==> src/sv/tdlp_pkg.sv <==
// Package for the three-field decimal line parser.
// Holds the sizing constants, the item and code types, and the byte classifier.
// Depends on nothing; every other file of the block imports it.
package tdlp_pkg;

    localparam int VALUE_BITS  = 64;
    localparam int FIELD_COUNT = 3;
    localparam int OUT_BITS    = 64;
    localparam int COUNT_BITS  = $clog2(FIELD_COUNT + 2);
    localparam int QUEUE_DEPTH = 2;
    localparam int QPTR_BITS   = $clog2(QUEUE_DEPTH);
    localparam int QCNT_BITS   = $clog2(QUEUE_DEPTH + 1);

    localparam logic OP_CHAR = 1'b0;
    localparam logic OP_EOL  = 1'b1;

    localparam logic [7:0] CH_SPACE = 8'h20;
    localparam logic [7:0] CH_TAB   = 8'h09;
    localparam logic [7:0] CH_CR    = 8'h0D;
    localparam logic [7:0] CH_VT    = 8'h0B;
    localparam logic [7:0] CH_FF    = 8'h0C;
    localparam logic [7:0] CH_ZERO  = 8'h30;
    localparam logic [7:0] CH_NINE  = 8'h39;

    typedef enum logic [2:0] {
        ERR_NONE      = 3'd0,
        ERR_TOO_FEW   = 3'd1,
        ERR_EXTRA     = 3'd2,
        ERR_NON_DIGIT = 3'd3,
        ERR_OVERFLOW  = 3'd4
    } error_t;

    typedef enum logic [1:0] {
        DERR_NONE      = 2'd0,
        DERR_NON_DIGIT = 2'd1,
        DERR_OVERFLOW  = 2'd2
    } digit_error_t;

    typedef struct packed {
        logic       eol;
        logic       gap;
        logic       digit_ok;
        logic [3:0] digit;
    } token_item_t;

    typedef struct packed {
        logic full;
        logic empty;
    } queue_status_t;

    function automatic token_item_t classify(input logic opcode, input logic [7:0] char_byte);
        token_item_t item;
        item.eol      = (opcode == OP_EOL);
        item.gap      = (char_byte == CH_SPACE) || (char_byte == CH_TAB) ||
                        (char_byte == CH_CR) || (char_byte == CH_VT) ||
                        (char_byte == CH_FF);
        item.digit_ok = (char_byte >= CH_ZERO) && (char_byte <= CH_NINE);
        item.digit    = char_byte[3:0];
        return item;
    endfunction

endpackage

==> src/sv/tdlp_if.sv <==
// Stream interfaces of the line parser: byte input channel and result channel.
// Each carries valid, ready and the payload; depends on tdlp_pkg.
interface tdlp_in_if import tdlp_pkg::*; ();
    logic       valid;
    logic       ready;
    logic       opcode;
    logic [7:0] char_byte;

    modport source (output valid, output opcode, output char_byte, input ready);
    modport sink (input valid, input opcode, input char_byte, output ready);
endinterface

interface tdlp_out_if import tdlp_pkg::*; ();
    logic                valid;
    logic                ready;
    logic                line_ok;
    logic [2:0]          error_code;
    logic [OUT_BITS-1:0] first_number;
    logic [OUT_BITS-1:0] second_number;
    logic [OUT_BITS-1:0] third_number;

    modport source (output valid, output line_ok, output error_code, output first_number,
                    output second_number, output third_number, input ready);
    modport sink (input valid, input line_ok, input error_code, input first_number,
                  input second_number, input third_number, output ready);
endinterface

==> src/sv/tdlp_front.sv <==
// Front end of the line parser: accepts input beats and classifies each byte.
// Pushes classified items into the queue; depends on tdlp_pkg and tdlp_if.
module tdlp_front import tdlp_pkg::*; (
    tdlp_in_if.sink       line_in,
    input  queue_status_t q_status,
    output logic          push,
    output token_item_t   push_item
);

    assign line_in.ready = !q_status.full;
    assign push          = line_in.valid && !q_status.full;
    assign push_item     = classify(line_in.opcode, line_in.char_byte);

endmodule

==> src/sv/tdlp_queue.sv <==
// Short queue of classified items between the front and back ends.
// Accepts a push and a pop in the same cycle; depends on tdlp_pkg.
module tdlp_queue import tdlp_pkg::*; (
    input  logic          clk,
    input  logic          rst_n,
    input  logic          push,
    input  token_item_t   push_item,
    input  logic          pop,
    output token_item_t   head_item,
    output queue_status_t status
);

    token_item_t          mem_reg [QUEUE_DEPTH];
    logic [QPTR_BITS-1:0] wr_ptr_reg, wr_ptr_next;
    logic [QPTR_BITS-1:0] rd_ptr_reg, rd_ptr_next;
    logic [QCNT_BITS-1:0] count_reg, count_next;

    assign status.full  = (count_reg == QCNT_BITS'(QUEUE_DEPTH));
    assign status.empty = (count_reg == '0);
    assign head_item    = mem_reg[rd_ptr_reg];

    always_comb
    begin
        wr_ptr_next = wr_ptr_reg;
        rd_ptr_next = rd_ptr_reg;
        count_next  = count_reg;
        if (push)
        begin
            wr_ptr_next = (wr_ptr_reg == QPTR_BITS'(QUEUE_DEPTH - 1)) ? '0
                                                                      : wr_ptr_reg + 1'b1;
        end
        if (pop)
        begin
            rd_ptr_next = (rd_ptr_reg == QPTR_BITS'(QUEUE_DEPTH - 1)) ? '0
                                                                      : rd_ptr_reg + 1'b1;
        end
        if (push && !pop)
        begin
            count_next = count_reg + 1'b1;
        end
        else if (pop && !push)
        begin
            count_next = count_reg - 1'b1;
        end
    end

    always_ff @(posedge clk or negedge rst_n)
    begin
        if (!rst_n)
        begin
            wr_ptr_reg <= '0;
            rd_ptr_reg <= '0;
            count_reg  <= '0;
        end
        else
        begin
            wr_ptr_reg <= wr_ptr_next;
            rd_ptr_reg <= rd_ptr_next;
            count_reg  <= count_next;
        end
    end

    always_ff @(posedge clk)
    begin
        if (push)
        begin
            mem_reg[wr_ptr_reg] <= push_item;
        end
    end

endmodule

==> src/sv/tdlp_back.sv <==
// Back end of the line parser: token state, decimal accumulation and the result register.
// Pops classified items from the queue; depends on tdlp_pkg and tdlp_if.
module tdlp_back import tdlp_pkg::*; (
    input  logic          clk,
    input  logic          rst_n,
    input  queue_status_t q_status,
    input  token_item_t   head_item,
    output logic          pop,
    tdlp_out_if.source    result_out
);

    logic [COUNT_BITS-1:0] count_reg, count_next;
    logic                  inside_reg, inside_next;
    logic [VALUE_BITS-1:0] acc_reg, acc_next;
    logic [VALUE_BITS-1:0] first_reg, first_next;
    logic [VALUE_BITS-1:0] second_reg, second_next;
    digit_error_t          derr_reg, derr_next;

    logic                  out_valid_reg;
    logic                  out_ok_reg, out_ok_next;
    error_t                out_err_reg, out_err_next;
    logic [OUT_BITS-1:0]   out_first_reg, out_first_next;
    logic [OUT_BITS-1:0]   out_second_reg, out_second_next;
    logic [OUT_BITS-1:0]   out_third_reg, out_third_next;

    logic                  out_free;
    logic [VALUE_BITS-1:0] acc_base;
    logic [VALUE_BITS+3:0] scaled;

    assign out_free = !out_valid_reg || result_out.ready;
    assign pop      = !q_status.empty && (!head_item.eol || out_free);

    assign acc_base = inside_reg ? acc_reg : '0;
    assign scaled   = ({4'b0, acc_base} << 3) + ({4'b0, acc_base} << 1)
                    + (VALUE_BITS + 4)'(head_item.digit);

    always_comb
    begin
        count_next      = count_reg;
        inside_next     = inside_reg;
        acc_next        = acc_reg;
        first_next      = first_reg;
        second_next     = second_reg;
        derr_next       = derr_reg;
        out_ok_next     = 1'b0;
        out_err_next    = ERR_NONE;
        out_first_next  = '0;
        out_second_next = '0;
        out_third_next  = '0;

        if (head_item.eol || head_item.gap)
        begin
            if (inside_reg)
            begin
                if (count_reg == COUNT_BITS'(1))
                begin
                    first_next = acc_reg;
                end
                else if (count_reg == COUNT_BITS'(2))
                begin
                    second_next = acc_reg;
                end
                inside_next = 1'b0;
            end
        end
        else
        begin
            if (!inside_reg)
            begin
                inside_next = 1'b1;
                acc_next    = '0;
                if (count_reg <= COUNT_BITS'(FIELD_COUNT))
                begin
                    count_next = count_reg + 1'b1;
                end
            end
            if ((count_next <= COUNT_BITS'(FIELD_COUNT)) && (derr_reg == DERR_NONE))
            begin
                if (!head_item.digit_ok)
                begin
                    derr_next = DERR_NON_DIGIT;
                end
                else if (|scaled[VALUE_BITS+3:VALUE_BITS])
                begin
                    derr_next = DERR_OVERFLOW;
                end
                else
                begin
                    acc_next = scaled[VALUE_BITS-1:0];
                end
            end
        end

        if (head_item.eol)
        begin
            if (count_reg < COUNT_BITS'(FIELD_COUNT))
            begin
                out_err_next = ERR_TOO_FEW;
            end
            else if (count_reg > COUNT_BITS'(FIELD_COUNT))
            begin
                out_err_next = ERR_EXTRA;
            end
            else
            begin
                case (derr_reg)
                    DERR_NONE:      out_err_next = ERR_NONE;
                    DERR_NON_DIGIT: out_err_next = ERR_NON_DIGIT;
                    DERR_OVERFLOW:  out_err_next = ERR_OVERFLOW;
                    default:        out_err_next = ERR_NONE;
                endcase
            end
            out_ok_next = (out_err_next == ERR_NONE);
            if (out_ok_next)
            begin
                out_first_next  = OUT_BITS'(first_next);
                out_second_next = (FIELD_COUNT >= 2) ? OUT_BITS'(second_next) : '0;
                out_third_next  = OUT_BITS'(acc_reg);
            end
            count_next  = '0;
            inside_next = 1'b0;
            acc_next    = '0;
            first_next  = '0;
            second_next = '0;
            derr_next   = DERR_NONE;
        end
    end

    always_ff @(posedge clk or negedge rst_n)
    begin
        if (!rst_n)
        begin
            count_reg     <= '0;
            inside_reg    <= 1'b0;
            acc_reg       <= '0;
            first_reg     <= '0;
            second_reg    <= '0;
            derr_reg      <= DERR_NONE;
            out_valid_reg <= 1'b0;
        end
        else
        begin
            if (pop)
            begin
                count_reg  <= count_next;
                inside_reg <= inside_next;
                acc_reg    <= acc_next;
                first_reg  <= first_next;
                second_reg <= second_next;
                derr_reg   <= derr_next;
            end
            if (pop && head_item.eol)
            begin
                out_valid_reg <= 1'b1;
            end
            else if (result_out.ready)
            begin
                out_valid_reg <= 1'b0;
            end
        end
    end

    always_ff @(posedge clk)
    begin
        if (pop && head_item.eol)
        begin
            out_ok_reg     <= out_ok_next;
            out_err_reg    <= out_err_next;
            out_first_reg  <= out_first_next;
            out_second_reg <= out_second_next;
            out_third_reg  <= out_third_next;
        end
    end

    assign result_out.valid         = out_valid_reg;
    assign result_out.line_ok       = out_ok_reg;
    assign result_out.error_code    = out_err_reg;
    assign result_out.first_number  = out_first_reg;
    assign result_out.second_number = out_second_reg;
    assign result_out.third_number  = out_third_reg;

endmodule

==> src/sv/three_field_decimal_line_parser.sv <==
// Top level of the three-field decimal line parser.
// Instantiates the front end, the item queue and the back end; depends on tdlp_pkg and tdlp_if.
//
// Usage:
// The line_in channel takes one beat per byte of a text line (opcode 0, byte in char_byte)
// and then one end-of-line beat (opcode 1). Space, tab, CR, VT and FF separate tokens.
// The result_out channel gives one beat per line: line_ok with the three decimal values,
// or an error code (too few tokens, extra token, non-digit, overflow) with zero values.
// Throughput is one beat per cycle on line_in, with no gaps between lines, while result_out
// is not stalled. The front end classifies each byte in the cycle it is accepted and writes
// it to a two-entry queue; the back end updates the token state one item per cycle while
// the queue holds items and an end-of-line item finds the result register free. Each digit is a
// multiply by ten and an add. An end-of-line beat passes the queue and the result register.
// When the receiver stalls, the result waits in its register while byte beats keep
// flowing; a second end-of-line beat then waits in the queue, and line_in drops ready
// once the queue fills. Reset clears the queue, the line state and the result valid.
module three_field_decimal_line_parser import tdlp_pkg::*; (
    input logic        clk,
    input logic        rst_n,
    tdlp_in_if.sink    line_in,
    tdlp_out_if.source result_out
);

    queue_status_t q_status;
    logic          push;
    logic          pop;
    token_item_t   push_item;
    token_item_t   head_item;

    tdlp_front u_front (
        .line_in   (line_in),
        .q_status  (q_status),
        .push      (push),
        .push_item (push_item)
    );

    tdlp_queue u_queue (
        .clk       (clk),
        .rst_n     (rst_n),
        .push      (push),
        .push_item (push_item),
        .pop       (pop),
        .head_item (head_item),
        .status    (q_status)
    );

    tdlp_back u_back (
        .clk        (clk),
        .rst_n      (rst_n),
        .q_status   (q_status),
        .head_item  (head_item),
        .pop        (pop),
        .result_out (result_out)
    );

endmodule

==> src/flat_wrapper.sv <==
// flat-port wrapper written by rule: the top's interface ports become plain ports
module three_field_decimal_line_parser_flat import tdlp_pkg::*;
  (clk, rst_n, line_in_valid, line_in_opcode, line_in_char_byte, line_in_ready, result_out_valid, result_out_line_ok, result_out_error_code, result_out_first_number, result_out_second_number, result_out_third_number, result_out_ready);
  tdlp_in_if line_in_i ();
  tdlp_out_if result_out_i ();
  input logic clk;
  input logic rst_n;
  input wire logic [$bits(line_in_i.valid)-1:0] line_in_valid;
  input wire logic [$bits(line_in_i.opcode)-1:0] line_in_opcode;
  input wire logic [$bits(line_in_i.char_byte)-1:0] line_in_char_byte;
  output wire logic [$bits(line_in_i.ready)-1:0] line_in_ready;
  output wire logic [$bits(result_out_i.valid)-1:0] result_out_valid;
  output wire logic [$bits(result_out_i.line_ok)-1:0] result_out_line_ok;
  output wire logic [$bits(result_out_i.error_code)-1:0] result_out_error_code;
  output wire logic [$bits(result_out_i.first_number)-1:0] result_out_first_number;
  output wire logic [$bits(result_out_i.second_number)-1:0] result_out_second_number;
  output wire logic [$bits(result_out_i.third_number)-1:0] result_out_third_number;
  input wire logic [$bits(result_out_i.ready)-1:0] result_out_ready;
  assign line_in_i.valid = line_in_valid;
  assign line_in_i.opcode = line_in_opcode;
  assign line_in_i.char_byte = line_in_char_byte;
  assign line_in_ready = line_in_i.ready;
  assign result_out_valid = result_out_i.valid;
  assign result_out_line_ok = result_out_i.line_ok;
  assign result_out_error_code = result_out_i.error_code;
  assign result_out_first_number = result_out_i.first_number;
  assign result_out_second_number = result_out_i.second_number;
  assign result_out_third_number = result_out_i.third_number;
  assign result_out_i.ready = result_out_ready;
  three_field_decimal_line_parser u_core (.clk(clk), .rst_n(rst_n), .line_in(line_in_i), .result_out(result_out_i));
endmodule
==> config.mk <==
export PLATFORM = sky130hd
export DESIGN_NAME = three_field_decimal_line_parser_flat
export DESIGN_NICKNAME = d
export VERILOG_FILES = /design/src/sv/tdlp_pkg.sv /design/src/sv/tdlp_if.sv /design/src/sv/tdlp_front.sv /design/src/sv/tdlp_queue.sv /design/src/sv/tdlp_back.sv /design/src/sv/three_field_decimal_line_parser.sv /design/src/flat_wrapper.sv
export SDC_FILE = /design/constraint.sdc
export NUM_CORES = 1
export LEC_CHECK = 0
export BUFFER_PORTS_ARGS = -buffer_cell sky130_fd_sc_hd__buf_4
export CORE_UTILIZATION = 60
export DETAILED_ROUTE_END_ITERATION = 12
export PLACE_DENSITY = 0.81
export SLEW_MARGIN = 20
export SYNTH_ARGS = -nofsm -noshare
export SYNTH_HDL_FRONTEND = slang
export SYNTH_SLANG_ARGS = --single-unit
==> constraint.sdc <==
create_clock -name clk -period 17 [get_ports clk]
set_clock_uncertainty 0.05 [all_clocks]
set_input_delay 1.7 -clock clk [delete_from_list [all_inputs] [get_ports clk]]
set_output_delay 1.7 -clock clk [all_outputs]
set_load 0.01 [all_outputs]
# Yosys cells after proc, flatten, opt, wreduce, memory -nomap -nowiden
# Memories as Yosys holds them, arrays and structs flattened.
# Cells that the tools add are included.
dict set report word_totals {
  register_bits 399
  mem_bits_rw 14
  inputBits 13
  output_inout_bits 198
  elab_cells 110
  n_memories 1
}
# name depth width rd rd_ports_with_merged_regs write_ports line_no
set memory_table {}
lappend memory_table {u_core.u_queue.mem_reg 2 7 1 0 1 tdlp_queue.sv:13} ;# token_item_t mem_reg [QUEUE_DEPTH];
dict set report op_classes {
  n_addsub 7
  order_cmp 6
  n_eq_ne 12
  mux 39
  reduce_logical 30
}
# cell n
set ops {}
lappend ops {{two-way mux 64 bit} 15}
lappend ops {{adder 67 x 65 -> 68 bit} 1}
lappend ops {{adder 68 x 4 -> 68 bit} 1}
lappend ops {{== test 8 x 4 -> 1 bit, second input constant} 4}
lappend ops {{two-way mux 3 bit} 8}
lappend ops {{two-way mux 2 bit} 7}
lappend ops {{== test 8 x 6 -> 1 bit, second input constant} 1}
lappend ops {{>= comparator 8 x 6 -> 1 bit, second input constant} 1}
lappend ops {{less-or-equal comparator 8 x 6 -> 1 bit, second input constant} 1}
lappend ops {{two-way mux 1 bit} 8}
lappend ops {{logical AND 1 bit} 7}
lappend ops {{logical OR 1 bit} 7}
lappend ops {{less-or-equal comparator 3 x 2 -> 1 bit, second input constant} 2}
lappend ops {{logical NOT 1 bit} 6}
lappend ops {{case mux 3 bit (2 select lines)} 1}
lappend ops {{nonzero test 2 bit} 3}
lappend ops {{== test 2 bit, second input constant} 2}
lappend ops {{logical NOT 2 bit} 2}
lappend ops {{AND reduction 2 bit} 2}
lappend ops {{AND reduction 4 bit} 1}
lappend ops {{OR reduction 4 bit} 1}
lappend ops {{adder 3 x 1 -> 3 bit, second input constant} 1}
lappend ops {{== test 3 x 1 -> 1 bit, second input constant} 1}
lappend ops {{== test 3 x 2 -> 1 bit, second input constant} 1}
lappend ops {{other kinds (9)} 10}

# Depth between registers and ports, before layout
# Gate-level depths: netlist of the first run.
dict set report logic_depth {
  ltp_word 9
  ltp_mapped 19
  mapped_depth_nobuf 15
}

# Hierarchy
# A second synthesis of the first run with hierarchy kept.
dict set report unflattened {
  cells_unflattened 2368
  area_unflattened_um2 22989.5
}
# module instances cells_per_inst area_per_inst_um2 seq_area_each_um2
set modules_own_cells {}
lappend modules_own_cells {tdlp_back 1 2314 22177.5 10865.4}
lappend modules_own_cells {tdlp_queue 1 38 699.4 520.5}
lappend modules_own_cells {tdlp_front 1 16 112.6 0.0}

# Least setup slack after synthesis of the first run
# OpenSTA, ideal clock, no wires.
dict set report synth_path {
  path_type {input port to flip-flop}
  start {input result_out_ready}
  end {register u_core.u_back.out_err_reg[0] (netlist: u_core.u_back.result_out.error_code[0]) (enable)}
  setup_ps 759
  arrival_time_ps 10301
  t_required_ps 16191
  setup_slack_ps 5890
  path_stages 4
  path_buffers 0
  path_cell_list {nand2b_1 -> o22a_1 -> inv_1 -> nor2_1}
}
dict set report synth_between {
  elab_chain_cells 4
}
# item line_no
set synth_lines {}
lappend synth_lines {{start, declared} flat_wrapper.sv:18} ;# input wire logic [$bits(result_out_i.ready)-1:0] result_out_ready;
lappend synth_lines {{logical OR 1 bit} tdlp_back.sv:30} ;# assign out_free = !out_valid_reg || result_out.ready;
lappend synth_lines {{logical OR 1 bit} tdlp_back.sv:31} ;# assign pop = !q_status.empty && (!head_item.eol || out_free);
lappend synth_lines {{logical AND 1 bit} tdlp_back.sv:31}
lappend synth_lines {{logical AND 1 bit} tdlp_back.sv:165} ;# if (pop && head_item.eol)
lappend synth_lines {{end signal, assigned} tdlp_back.sv:168} ;# out_err_reg <= out_err_next;
lappend synth_lines {{end, declared} tdlp_back.sv:21} ;# error_t out_err_reg, out_err_next;
# Every way passes these cells.
# A chain may end at the register's enable or synchronous reset.

# Final worst setup path of the first run
dict set report layout_path {
  start {register u_core.u_back.inside_reg}
  end {register u_core.u_back.acc_reg[25]}
}
dict set report layout_between {
  elab_chain_cells 9
  elab_cells_between_ends 13
  cone_classes {add/sub: 2; order compare: 1; mux: 8; reduce/logical: 2}
}
# item line_no
set layout_lines {}
lappend layout_lines {{start, declared} tdlp_back.sv:13} ;# logic inside_reg, inside_next;
lappend layout_lines {{start signal, assigned} tdlp_back.sv:146} ;# inside_reg <= inside_next;
lappend layout_lines {{two-way mux 64 bit} {tdlp_back.sv:33, tdlp_back.sv:68}}
lappend layout_lines {{adder 67 x 65 -> 68 bit} tdlp_back.sv:34} ;# assign scaled = ({4'b0, acc_base} << 3) + ({4'b0, acc_base} << 1)
lappend layout_lines {{adder 68 x 4 -> 68 bit} tdlp_back.sv:35} ;# + (VALUE_BITS + 4)'(head_item.digit);
lappend layout_lines {{OR reduction 4 bit} tdlp_back.sv:83} ;# else if (|scaled[VALUE_BITS+3:VALUE_BITS])
lappend layout_lines {{two-way mux 64 bit} tdlp_back.sv:83}
lappend layout_lines {{two-way mux 64 bit} tdlp_back.sv:79} ;# if (!head_item.digit_ok)
lappend layout_lines {{two-way mux 64 bit (*)} tdlp_back.sv:77} ;# if ((count_next <= COUNT_BITS'(FIELD_COUNT)) && (derr_reg == DERR_NONE))
lappend layout_lines {{two-way mux 64 bit (*)} tdlp_back.sv:51} ;# if (head_item.eol || head_item.gap)
lappend layout_lines {{two-way mux 64 bit (*)} tdlp_back.sv:94} ;# if (head_item.eol)
lappend layout_lines {{end signal, assigned} tdlp_back.sv:147} ;# acc_reg <= acc_next;
lappend layout_lines {{end, declared} tdlp_back.sv:14} ;# logic [VALUE_BITS-1:0] acc_reg, acc_next;
# Every way passes the cells marked *; elsewhere a longest branch is shown, timed or not. The select of a mux whose other input is x is not followed.

==> metrics.csv, run 1 <==
metric;value;unit
Post-Syn Nets;2133;
leading area contributor after synthesis;edfxtp_1;
clk_lat worst skew;540;ps
RSZ-0062 raised after global routing;no;
Peak VDD IR;0.144;mV
crit start category;register;
initial antenna violation count;0;
via density per instance;6.23;
Seq/Total Area, Yosys;53.4;%
Post-synth EDFFs;210;
gr ovfl total;0;
layout cells sized above 1;14.8;%
setup bufs post-CTS;0;
static leakage;10.5;nW
core area;34700;um2
type of the worst setup path;register to register;
H-tree levels;2;
Die Ht;191;um
switching share of total power;32.8;%
M1 wire length;22800;um
final hold slack;449;ps
CTS tree;yes;
Tmin final;5750;ps
vias in the first global route;16000;
R2R Path End;u_core.u_back.acc_reg[25]$_DFFE_PN0P_;
Int Pwr;2.12;mW
setup tns final;0;ps
post-layout net count;2285;
Total GRT Usage;29.3;%
# fillers;2543;
Worst Hold Endpoint;u_core.u_back.second_reg[0]$_DFFE_PN0P_;
# resized after CTS;0;
Hold Path Class;register to register;
Netlist cell types;72;
routed len/inst;20.0;um
cts bufs inserted;41;
Avg Cell Area, Syn;10.7;um2
Cell Area, Synth;21300;um2
fmax;174;MHz
sequential power share;45.4;%
Setup Viol. Count Final;0;
Clk pwr share;27.2;%
Initial Utilization;61.4;%
number of detailed-route iterations in the first pass;5;
cell with the most instances after synthesis;nand2_1;
CTS Sinks;413;
placed cell count;2552;
final worst slack;11250;ps
DR iter-0 viols;1158;
count of buffers from port buffering;210;
WL met3;3450;um
Area Overhead vs Synth;14.6;%
Worst EP arrival;6160;ps
Crit Reg-Reg Startpoint;u_core.u_back.inside_reg$_DFFE_PN0P_;
status;finished, final reports clean;
Tot Pwr;3.16;mW
total number of vias;16400;
hpwl dp;34500;um
routability congestion estimate;0.939;
dpl ws;11360;ps
chip width;191;um
global-route wire length before repair;84500;um
FF+latch count, synth;413;
Mapped Cells;1988;
Period Utilization, post-route;33.8;%
CTS hold repair buffers;0;
critical path peak fanout;39;
Slew headroom;24.6;%
Clock transition at path regs;60;ps
number of top-level pins;211;
Setup crit end kind;register;
Logic pwr share;27.4;%
Layout Cells excl Fill;2628;
top cells by count, synth;328 x nand2_1, 217 x a21oi_1, 210 x edfxtp_1;
Post-synth ARST share;49.2;%
Pwr per Cell Area;129;nW/um2
CTS Buffer Depth;3;
top post-synthesis cells by area;edfxtp_1 30%, dfrtp_1 24%, ha_1 7.7%;
Synth Warn #;0;
Site Rows;68;
area share of the largest cell type after synthesis;29.6;%
metal2 WL;24800;um
Slew Viols, Final;0;
max_cap viols;0;
Main synth FF type;edfxtp_1;
r2r worst-path depth;14;
P_sw;1.04;mW
hold path start;u_core.u_back.second_reg[0]$_DFFE_PN0P_;
hold depth;1;
CTS root buf;clkbuf_16;
worst slew pin tran;1130;ps
top sig layer;met4;
R2R setup slack;11250;ps
largest net degree at the start of global routing;90;
Antenna diodes;0;
WL final;52700;um
post-route ant nets;0;
Critical Path RT;17410;ps
final hold vios;0;
detailed-route DRC error count;0;
die area;36300;um2
[how the worst max path moves through the flow]
stage	endpoint	startpoint	cells past startpoint
6_report	u_core.u_back.acc_reg[25]$_DFFE_PN0P_	u_core.u_back.inside_reg$_DFFE_PN0P_	14
5_1_grt	u_core.u_back.acc_reg[21]$_DFFE_PN0P_	u_core.u_back.inside_reg$_DFFE_PN0P_	14
4_1_cts	u_core.u_back.acc_reg[25]$_DFFE_PN0P_	u_core.u_back.inside_reg$_DFFE_PN0P_	14
3_5_place_dp	u_core.u_back.acc_reg[18]$_DFFE_PN0P_	u_core.u_back.inside_reg$_DFFE_PN0P_	14
3_3_place_gp	u_core.u_back.acc_reg[27]$_DFFE_PN0P_	u_core.u_back.inside_reg$_DFFE_PN0P_	14
2_1_floorplan	u_core.u_back.result_out.error_code[0]$_SDFFCE_PN0P_	result_out_ready	4
[through the flow]
stage	util (%)	cell area (um2)
after CTS	70.4	24400
after global placement	66.7	23200
after detailed placement	66.7	23200
after floorplan	-	21300
after global routing	70.4	24400
final	70.4	24400
[layout make-up]
type	count	area, um2	area share (%)
multi-input cells	1421	9350	38.2
clock inverters	17	101	0.415
flip-flops and latches	413	11400	46.6
repair buffers	229	1730	7.08
clock buffers	59	1180	4.81
inverters	34	128	0.522
well taps	455	569	2.33
[kinds of logic (layout without fill, tap and decap cells)]
logic type	after synthesis	after routing	share of synthesized area [%]
simple gates	625	625	13.7
compound gates	595	595	19.2
flops	413	413	53.4
buf+inv	154	339	3.00
fa+ha+maj	132	132	7.78
xor+xnor	59	59	2.42
mux	10	10	0.493
[per-layer routing]
layer	vias up	global-route usage (%)
li1	7568	-
met1	8092	40.8
met2	611	46.7
met3	101	4.62
met4	0	10.7
met5	-	0
[power by group through the flow]
| stage | Clock [mW] | Combinational, mW | Sequential, mW |
|---|---|---|---|
| detailed placement | 0 | 0.862 | 1.45 |
| global placement | 0 | 0.848 | 1.45 |
| finish | 0.859 | 0.863 | 1.43 |
| global route | 0.910 | 0.922 | 1.46 |
| floorplan | 0 | 0.339 | 1.59 |
| CTS | 0.870 | 0.866 | 1.44 |
[layout by cell type, fill, tap and decap left out, types with 56 or more instances in the layout]
cell and instances:
nand2_1 327, buf_4 227, a21oi_1 217, edfxtp_1 210
dfrtp_1 203, a22o_1 187, and2_1 131, ha_1 131
nor2_1 65, o21ai_0 56
[worst max-delay path, stage by stage (launching register included)]
cell     delay (ps)
dfrtp_1         990
buf_4           460
and2_1          240
ha_1            260
ha_1            440
nand4_1         280
nor3_1          380
nand3_1         110
or4_1           470
o21a_1          180
mux2_2          270
o31ai_2         120
o31a_2          600
buf_4           510
a22o_1          220
Note: power is estimated with default switching activity, not from simulation.
==> run 2, diff against run 1 <==
--- a/config.mk
+++ b/config.mk
@@ -6,9 +6,9 @@
 export NUM_CORES = 1
 export LEC_CHECK = 0
 export BUFFER_PORTS_ARGS = -buffer_cell sky130_fd_sc_hd__buf_4
-export CORE_UTILIZATION = 60
+export CORE_UTILIZATION = 54
 export DETAILED_ROUTE_END_ITERATION = 12
-export PLACE_DENSITY = 0.81
+export PLACE_DENSITY = 0.77
 export SLEW_MARGIN = 20
 export SYNTH_ARGS = -nofsm -noshare
 export SYNTH_HDL_FRONTEND = slang
==> constraint.sdc (replaced) <==
create_clock -name clk -period 4.88 [get_ports clk]
set_clock_uncertainty 0.05 [all_clocks]
set_input_delay 0.488 -clock clk [delete_from_list [all_inputs] [get_ports clk]]
set_output_delay 0.488 -clock clk [all_outputs]
set_load 0.01 [all_outputs]
==> run 2 against run 1 <==
  * Sequential share of layout area is 0.63 points lower
  * Die area is 11% higher
  * Combinational power grew to 3.5 times the previous value
  * Routed wire length is 2.7% lower
  * Critical endpoint is now u_core.u_back.acc_reg[51]$_DFFE_PN0P_
  * Clock-buffer cell count is 3 lower
==> metrics.csv, run 2 (same netlist as run 1, synthesis figures left out) <==
metric;value;unit
status;finished, final reports clean;
chip width;201;um
CTS Buffer Depth;3;
Clock transition at path regs;60;ps
CP max stage delay;380;ps
H-tree levels;2;
worst slew pin tran;901;ps
critical path capture point;u_core.u_back.acc_reg[51]$_DFFE_PN0P_;
Die Ht;201;um
initial antenna violation count;0;
max_cap viols;0;
final hold slack;75.3;ps
most common cell after layout, fill and taps aside;nand2_1;
number of detailed-route iterations in the first pass;5;
critical path, cell by cell;buf_4, mux2_2, ha_1, a31o_2, ha_1, nand2b_1, a21oi_2, o21ai_2, and3_1, a21oi_1, o2111a_1, o41ai_1, o31ai_2, o31a_2, buf_4, a22o_1;
Antenna diodes;0;
Period Utilization, post-route;92.6;%
global-route wire length before repair;83600;um
final hold vios;0;
Total GRT Usage;25.5;%
post-layout net count;2288;
Site Rows;72;
placed cell count;2616;
hpwl dp;34100;um
setup bufs post-CTS;0;
Pwr per Cell Area;456;nW/um2
GR Util met1;35.5;%
# fillers;3058;
clk_lat worst skew;560;ps
detailed-route DRC error count;0;
Crit path buffers/inverters;2;
Peak VDD IR;0.938;mV
critical path peak fanout;37;
Hold Path Class;primary input to register;
vias in the first global route;15700;
fmax;221;MHz
core area;38800;um2
WL final;51200;um
Layout Cells excl Fill;2694;
CTS tree;yes;
CTS root buf;clkbuf_16;
Critical Path RT;5260;ps
type of the worst setup path;register to register;
cts bufs inserted;42;
CTS Sinks;413;
R2R Path End;u_core.u_back.acc_reg[51]$_DFFE_PN0P_;
Crit Reg-Reg Startpoint;u_core.u_queue.rd_ptr_reg$_DFFE_PN0P_;
Most Crowded Layer GR;met2;
CP max stage cell;o41ai_1;
count of buffers from port buffering;210;
setup tns final;0;ps
Slew Viols, Final;0;
layout cells sized above 1;15.1;%
total number of vias;15900;
Initial Utilization;54.9;%
global routing usage on met2;41.8;%
hold depth;1;
number of top-level pins;211;
Slew headroom;39.9;%
commonest cells after routing, fill and taps aside;327 x nand2_1, 223 x buf_4, 216 x a21oi_1, 210 x edfxtp_1, 203 x dfrtp_1;
Setup Viol. Count Final;0;
via density per instance;5.89;
Area Overhead vs Synth;16.2;%
routability congestion estimate;0.926;
die area;40300;um2
M3 GR Usage;3.86;%
family with the most delay on the worst path;compound AO/OA/AOI/OAI gates;
Tmin final;4520;ps
r2r worst-path depth;16;
R2R setup slack;360;ps
Worst path depth;16;
DR iter-0 viols;966;
static leakage;10.6;nW
routed len/inst;19.0;um
gr ovfl total;0;
Setup crit start;u_core.u_queue.rd_ptr_reg$_DFFE_PN0P_;
RSZ-0062 raised after global routing;no;
Worst EP arrival;4900;ps
post-route ant nets;0;
Setup crit end kind;register;
Tot Pwr;11.3;mW
crit start category;register;
largest net degree at the start of global routing;129;
run 2: layout make-up:
class                      instances  area (um2)  area share [%]
sequential                       413       11400            46.0
multi-input combinational       1421        9360            37.8
timing repair buffer             231        1800            7.27
clock buffer                      56        1230            4.96
tap                              518         648            2.62
clock inverter                    21         215           0.869
inverter                          34         129           0.520
run 2: metal layers:
metal,share of wire (%),vias up,routed length [um]
li1,-,7574,-
met1,45,7796,23100
met2,48,430,24600
met3,4.7,76,2430
met4,2.0,0,1040
met5,0,-,0
run 2: per-stage QoR:
stage                     utilization [%]  cell area (um2)  setup WS (ps)
final                                63.8            24800            360
after global routing                 63.8            24800           81.2
after CTS                            63.8            24800            284
after detailed placement             60.0            23300            330
after global placement               60.0            23300            483
after floorplan                         -            21300            181
run 2: worst reg2reg max path, stage by stage, from the launching register on:
cell and delay, ps:
dfrtp_1 350, buf_4 190, mux2_2 360, ha_1 180
a31o_2 210, ha_1 340, nand2b_1 160, a21oi_2 100
o21ai_2 230, and3_1 300, a21oi_1 120, o2111a_1 310
o41ai_1 380, o31ai_2 190, o31a_2 360, buf_4 270
a22o_1 310
run 2: power breakdown:
group / total (mW) / internal [mW] / switching, mW
Sequential: 4.94 / 4.64 / 0.297
Combinational: 3.05 / 1.10 / 1.96
Clock: 3.31 / 1.99 / 1.32
run 2: how the worst min path moves through the flow:
stage,from,to,slack (ps)
final,line_in_opcode,u_core.u_queue.mem_reg[1][6]$_DFFE_PP_,80
after global routing,line_in_opcode,u_core.u_queue.mem_reg[1][6]$_DFFE_PP_,50
after CTS,line_in_opcode,u_core.u_queue.mem_reg[1][6]$_DFFE_PP_,50
after detailed placement,u_core.u_back.second_reg[28]$_DFFE_PN0P_,u_core.u_back.second_reg[28]$_DFFE_PN0P_,430
after global placement,u_core.u_queue.wr_ptr_reg$_DFFE_PN0P_,u_core.u_queue.wr_ptr_reg$_DFFE_PN0P_,430
after floorplan,rst_n,u_core.u_back.acc_reg[0]$_DFFE_PN0P_,140
run 2: repair_timing:
item / in CTS / in global routing
endpoints found under the hold margin: 4 / 0
hold buffers: 1 / 0
setup endpoints to repair: 0 / 39
gates resized for setup: 0 / 3
